$ cat src/hdl/cnf12_pkg.sv
// Shared constants, types and helper functions of the cellular noise F1/F2 core.
`timescale 1ns / 1ps

package cnf12_pkg;

  // Default number of fraction bits of the sample coordinates.
  localparam int COORD_FRAC_BITS = 16;

  // Hash constants in Q.32: multiplier 0.1031 and offset 33.33.
  localparam logic [31:0] HK_MUL = 32'd442811128;
  localparam logic [37:0] HK_ADD = 38'd143151259976;

  // The second hash argument is offset by 19.19 and 47.47: integer part here.
  localparam logic [31:0] HK_OX_HI = 32'd19;
  localparam logic [31:0] HK_OY_HI = 32'd47;

  // Carry of the offset fraction times the multiplier into the upper word.
  localparam logic [31:0] HK_CX = 32'((64'd816043786 * 64'd442811128) >> 32);
  localparam logic [31:0] HK_CY = 32'((64'd2018634629 * 64'd442811128) >> 32);

  // Squared distances are Q.60 and below 2^63.
  localparam int SQD_W = 63;

  // Square root: radicand is the squared distance without its low 28 bits.
  localparam int SQ_IN_W   = 36;
  localparam int SQ_OUT_W  = 18;
  localparam int SQ_REM_W  = SQ_OUT_W + 2;
  localparam int SQ_PER    = 3;
  localparam int SQ_STAGES = SQ_OUT_W / SQ_PER;

  // Two smallest squared distances of a group of candidates.
  typedef struct packed {
    logic [SQD_W-1:0] lo;
    logic [SQD_W-1:0] hi;
  } pair_t;

  // Working state of the digit-by-digit square root.
  typedef struct packed {
    logic [SQ_REM_W-1:0] rem;
    logic [SQ_OUT_W-1:0] root;
    logic [SQ_IN_W-1:0]  rad;
  } sq_t;

  // Merge two candidate pairs into the two smallest values of their union.
  function automatic pair_t pair_merge(pair_t a, pair_t b);
    pair_t m;
    if (a.lo <= b.lo) begin
      m.lo = a.lo;
      m.hi = (a.hi < b.lo) ? a.hi : b.lo;
    end else begin
      m.lo = b.lo;
      m.hi = (b.hi < a.lo) ? b.hi : a.lo;
    end
    return m;
  endfunction

  // One result bit of the restoring square root.
  function automatic sq_t sq_step(sq_t x);
    sq_t                 y;
    logic [SQ_REM_W+1:0] rem2;
    logic [SQ_REM_W+1:0] trial;
    rem2  = {x.rem, x.rad[SQ_IN_W-1 -: 2]};
    trial = {2'b00, x.root, 2'b01};
    y.rad = {x.rad[SQ_IN_W-3:0], 2'b00};
    if (rem2 >= trial) begin
      y.rem  = SQ_REM_W'(rem2 - trial);
      y.root = {x.root[SQ_OUT_W-2:0], 1'b1};
    end else begin
      y.rem  = rem2[SQ_REM_W-1:0];
      y.root = {x.root[SQ_OUT_W-2:0], 1'b0};
    end
    return y;
  endfunction

endpackage

$ cat src/hdl/cnf12_sqrt.sv
// Pipelined integer square root, a few result bits per stage.
`timescale 1ns / 1ps

module cnf12_sqrt (
  input  logic                                 clk,
  input  logic [cnf12_pkg::SQ_STAGES-1:0]      en,
  input  logic [cnf12_pkg::SQ_IN_W-1:0]        din,
  output logic [cnf12_pkg::SQ_OUT_W-1:0]       dout
);

  cnf12_pkg::sq_t stg_r   [cnf12_pkg::SQ_STAGES];
  cnf12_pkg::sq_t stg_nxt [cnf12_pkg::SQ_STAGES];

  for (genvar k = 0; k < cnf12_pkg::SQ_STAGES; k++) begin : g_stg
    // Each stage resolves a fixed group of result bits.
    always_comb begin
      cnf12_pkg::sq_t x;
      if (k == 0) begin
        x.rem  = '0;
        x.root = '0;
        x.rad  = din;
      end else begin
        x = stg_r[(k > 0) ? k - 1 : 0];
      end
      for (int s = 0; s < cnf12_pkg::SQ_PER; s++) begin
        x = cnf12_pkg::sq_step(x);
      end
      stg_nxt[k] = x;
    end

    always_ff @(posedge clk) begin
      if (en[k]) begin
        stg_r[k] <= stg_nxt[k];
      end
    end
  end

  assign dout = stg_r[cnf12_pkg::SQ_STAGES-1].root;

endmodule

$ cat config.mk
export PLATFORM = sky130hd
export DESIGN_NAME = cnf12_sqrt
export DESIGN_NICKNAME = d
export VERILOG_FILES = /design/src/hdl/cnf12_pkg.sv /design/src/hdl/cnf12_sqrt.sv
export SDC_FILE = /design/constraint.sdc
export NUM_CORES = 1
export LEC_CHECK = 0
export ABC_AREA = 1
export BUFFER_PORTS_ARGS = -buffer_cell sky130_fd_sc_hd__buf_2
export CAP_MARGIN = 0
export CORE_MARGIN = 3
export CORE_UTILIZATION = 35
export DETAILED_ROUTE_END_ITERATION = 12
export PLACE_DENSITY_LB_ADDON = 0.08
export SYNTH_ARGS = -nofsm -noshare
export SYNTH_HDL_FRONTEND = slang
export SYNTH_SLANG_ARGS = --single-unit
$ cat constraint.sdc
create_clock -name clk -period 5.65 [get_ports clk]
set_input_delay 0.8475 -clock clk [delete_from_list [all_inputs] [get_ports clk]]
set_output_delay 0.8475 -clock clk [all_outputs]
set_load 0.05 [all_outputs]
# --- After elaboration in Yosys (flattened, before gate mapping) ---
# Memories as Yosys holds them, arrays and structs flattened.
# Index checks and enable logic that the tools add are counted.
word_totals:
  regBits: 0
  ram_bits: 408
  inputBits: 43
  out_inout_bits: 18
  elab_cells: 67
  memories: 1
op_classes:
  n_addsub: 18
  magnitude_cmp: 18
  mux: 30
mem_list:
  columns: ["memory", "depth", "word_bits", "rd", "rd_clocked_by_memory_dff", "wr", "line", "source"]
  rows:
  - ["stg_r", 6, 68, 6, 0, 6, "cnf12_sqrt.sv:11", "cnf12_pkg::sq_t stg_r [cnf12_pkg::SQ_STAGES];"]
op_table:
  columns: ["operator", "n"]
  rows:
  - ["38-bit two-way mux", 18]
  - ["22-bit by 20-bit >= comparator with 1-bit output", 17]
  - ["20-bit subtractor", 17]
  - ["1-bit two-way mux", 12]
  - ["2-bit by 1-bit subtractor with 3-bit output (second input constant)", 1]
  - ["2-bit by 1-bit >= comparator with 1-bit output (second input constant)", 1]

# --- Logic depth before layout (Yosys ltp) ---
# An unclocked memory read counts as a cell.
depth:
  depth_word: 7
  ltp_mapped: 40
  ltp_nobuf: 39

# --- Worst setup path before layout ---
# OpenSTA, ideal clock, no wires.
synth_path:
  kind: "register to register"
  start: "memory stg_r[2][37] (netlist bit)"
  end: "memory stg_r[3][59] (netlist bit) (data pin)"
  setup_ns: 0.252
  arrival_time_ns: 5.231
  setup_slack_ns: 0.167
  stages_incl_launch_ff: 37
  cell_sequence: "edfxtp_1 inv_1 ha_1 nand2_2 inv_1 nand2_1 nand2_1 a21oi_4 nand3_4 buf_6 inv_1 clkbuf_1 o21ai_0 ha_1 a21oi_1 inv_1 nor2_1 nand2_1 nand3_1 nand2_2 nor2_4 buf_6 clkbuf_1 o21ai_0 ha_1 a21oi_1 inv_1 a21oi_1 o21ai_0 nand3_1 nand2_1 clkinv_1 nand3_2 buf_6 buf_8 nand2_2 nand2_1"
synth_lines:
  columns: ["item", "line"]
  rows:
  - ["start: declaration", "cnf12_sqrt.sv:11"]

==> run metrics <==
Period Utilization, post-route=0.9480; layout cells sized above 1=0.2130; P per Cell Area=442.7 mW/mm^2; Crit path top cell by count=buf_4; synth-to-layout area growth=26.11%; height of the die=270.2 um; Final WS setup=between 0.2 and 0.3 ns; Syn Inst Count=~3600; Worst setup EP type=flop; Multi-input gate area=0.01538 mm^2; VDD IR max=approximately 0.00022 V; Core ar.=between 0.06 and 0.07 mm^2; crit path DAT=5.64 ns; EDFF count, synth=roughly 250; DRT Wirelength=78.94 mm; Avg WL per Cell=about 16 um; vias in the first global route=around 23000; port bufs=60; die area=approximately 0.073 mm^2; Vias=23920; mean area per synthesized cell=approximately 6.8 um^2; clock transition time at the flip-flop clock pins of the worst setup and hold paths=~0.060 ns; top flop regs=stg_r x253; fin nets=4272; DRT antenna net count=0; Fmax=approximately 190 MHz; Final Skew=0.01939 ns; GP Congestion=between 0.9 and 1; Initial Util=0.3550; Worst-Margin Slew=between 1 and 1.5 ns; Worst slew margin=0.3304; YS warnings=0; Yosys top cell area share=0.3109; Overflow after GRT=0; top post-synthesis cells by area=edfxtp_1 (31%), nand2_1 (17%), ha_1 (9.6%); slowest cell delay on critical path=just over 0.4 ns; hold_buf cts=0; Synth Register Bits=roughly 250; H-tree levels=2; Root Buffer=clkbuf_16; Iteration-0 DRC Markers=1473; Hold WC Path Type=flop to flop; CP Class=flop to flop; Synth cell types=54; Fillers=~7100; status=completed; max-cap violations=0; final instance area=roughly 0.031 mm^2; crit path max fanout=9; Total Routing Usage GR=0.2105; Crit-path slowest cell=edfxtp_1; Pleak=around 15 nW; Cell Area, Synth=between 0.02 and 0.025 mm^2; Main synth FF type=edfxtp_1; TritonCTS clock tree=done; register area=0.007597 mm^2; synth cell count leaders=nand2_1 (1081), inv_1 (514), nor2_1 (367); Data required, critical path=a little under 6 ns; max reg flops=~250; Pre-antenna DRT Iters=5; utilization after layout=0.4477; Sink Count=253; Worst Setup Start Kind=flop; vias per cell=about 4.8; Num CTS Buffers=34; initial antenna violation count=1; Synth area leader=edfxtp_1; RSZ-0062 raised after global routing=true; fin crit period=5.356 ns; Most flops, register=stg_r; Power, Total=between 0.01 and 0.015 W; placement row count=96; final setup fails=0; die width=270.2 um; Clk Latency, worst-skew pair=about 0.56 ns; largest net degree at the start of global routing=54; Setup WS pre-CTS=-0.1703 ns; Slew Limit Fails=0; IO Pins=61; global-route wire length before repair=roughly 120 mm; DP Area=between 0.02 and 0.03 mm^2; sequential share of the synthesized area=0.3109; # DRC=0; Max clock buf depth=3; Final Hold Viols=0; n_diodes=0; most frequent cell after synthesis=nand2_1; DPL Wire Length=roughly 65 mm; ys async rst share=0
==> per-stage QoR <==
step / hold slack, ns / TNS, ns / instances
floorplan: 0.4003 / 0 / 3574
global placement: 0.4006 / -3.155 / 4883
detailed placement: 0.4045 / -3.133 / 4883
CTS: 0.4098 / 0 / 4948
global route: 0.4157 / -0.2828 / 4997
finish: 0.4156 / 0 / 4997
==> placed cells by master, fill, tap and decap left out, types with 6 or more instances in the layout <==
cell type,netlist,layout
a21o_1,9,9
a21oi_1,190,154
a21oi_2,3,38
a31oi_1,11,9
buf_2,7,60
buf_4,4,397
clkbuf_16,0,35
clkinv_1,2,6
clkinvlp_4,0,9
edfxtp_1,253,253
ha_1,188,149
ha_2,0,6
ha_4,0,33
inv_1,514,487
inv_2,35,60
nand2_1,1081,1059
nand2_2,47,66
nand2_4,5,8
nand3_1,235,232
nand3_2,16,18
nand3b_1,21,21
nand4_1,70,70
nor2_1,367,337
nor2_2,28,52
nor2_4,9,16
nor3_1,34,33
o211ai_1,7,7
o21a_1,11,11
o21ai_0,179,134
o21ai_1,14,50
o21ai_2,7,16
o21bai_1,9,8
or2_2,9,9
xnor2_1,53,52
xor2_1,87,87
==> cell type report <==
| type | instances | area share |
|---|---|---|
| clock buffer | 37 | 0.02867 |
| timing repair inverter | 1 | 0.0002436 |
| inverter | 551 | 0.06737 |
| sequential | 253 | 0.2466 |
| tap | 931 | 0.03781 |
| clock inverter | 24 | 0.008893 |
| timing repair buffer | 466 | 0.1113 |
| multi-input combinational | 2734 | 0.4991 |
==> power by group <==
group	internal [W]	switching [W]	total (W)
Sequential	0.00254	0.000293	0.00283
Combinational	0.00339	0.00519	0.00857
Clock	0.00134	0.000902	0.00224
==> kinds of logic after synthesis <==
family	synth area share
compound gates	0.1014
other cells	0.0001535
fa+ha+maj	0.09627
simple gates	0.3456
flops	0.3109
xor+xnor	0.05018
buf+inv	0.09545
==> critical path, delay by kind of cell (launching register included) <==
kind                       cells  cell delay (ns)
DFF                            1             0.41
buffers and inverters          9             1.33
xor gates and xnor gates       1             0.14
AOI/OAI and AO/OA              7             1.07
adders and majority gates      3             0.88
and+or+nand+nor               12             1.24
==> repair_timing <==
item,CTS,global route
buffers inserted,3,48
cloned,1,1
pin swaps,2,47
gates resized for setup,13,229
setup endpoints to repair,38,85
==> layer usage <==
metal  track usage  share of wire
met1        0.3036           0.50
met2        0.3388           0.44
met3       0.02416          0.037
met4       0.04543          0.018
met5             0              0
==> worst paths after layout <==
kind / startpoint / depth (start not counted) / endpoint / slack, ns
worst max-delay path: stg_r[2][35]$_DFFE_PP_ / 32 / stg_r[3][59]$_DFFE_PP_ / 0.29
worst min-delay path: stg_r[1][21]$_DFFE_PP_ / 0 / stg_r[2][27]$_DFFE_PP_ / 0.42
worst min register to register: stg_r[1][21]$_DFFE_PP_ / 0 / stg_r[2][27]$_DFFE_PP_ / 0.42
worst max register to register: stg_r[2][35]$_DFFE_PP_ / 32 / stg_r[3][59]$_DFFE_PP_ / 0.29
Note: power is estimated with default switching activity, not from simulation.
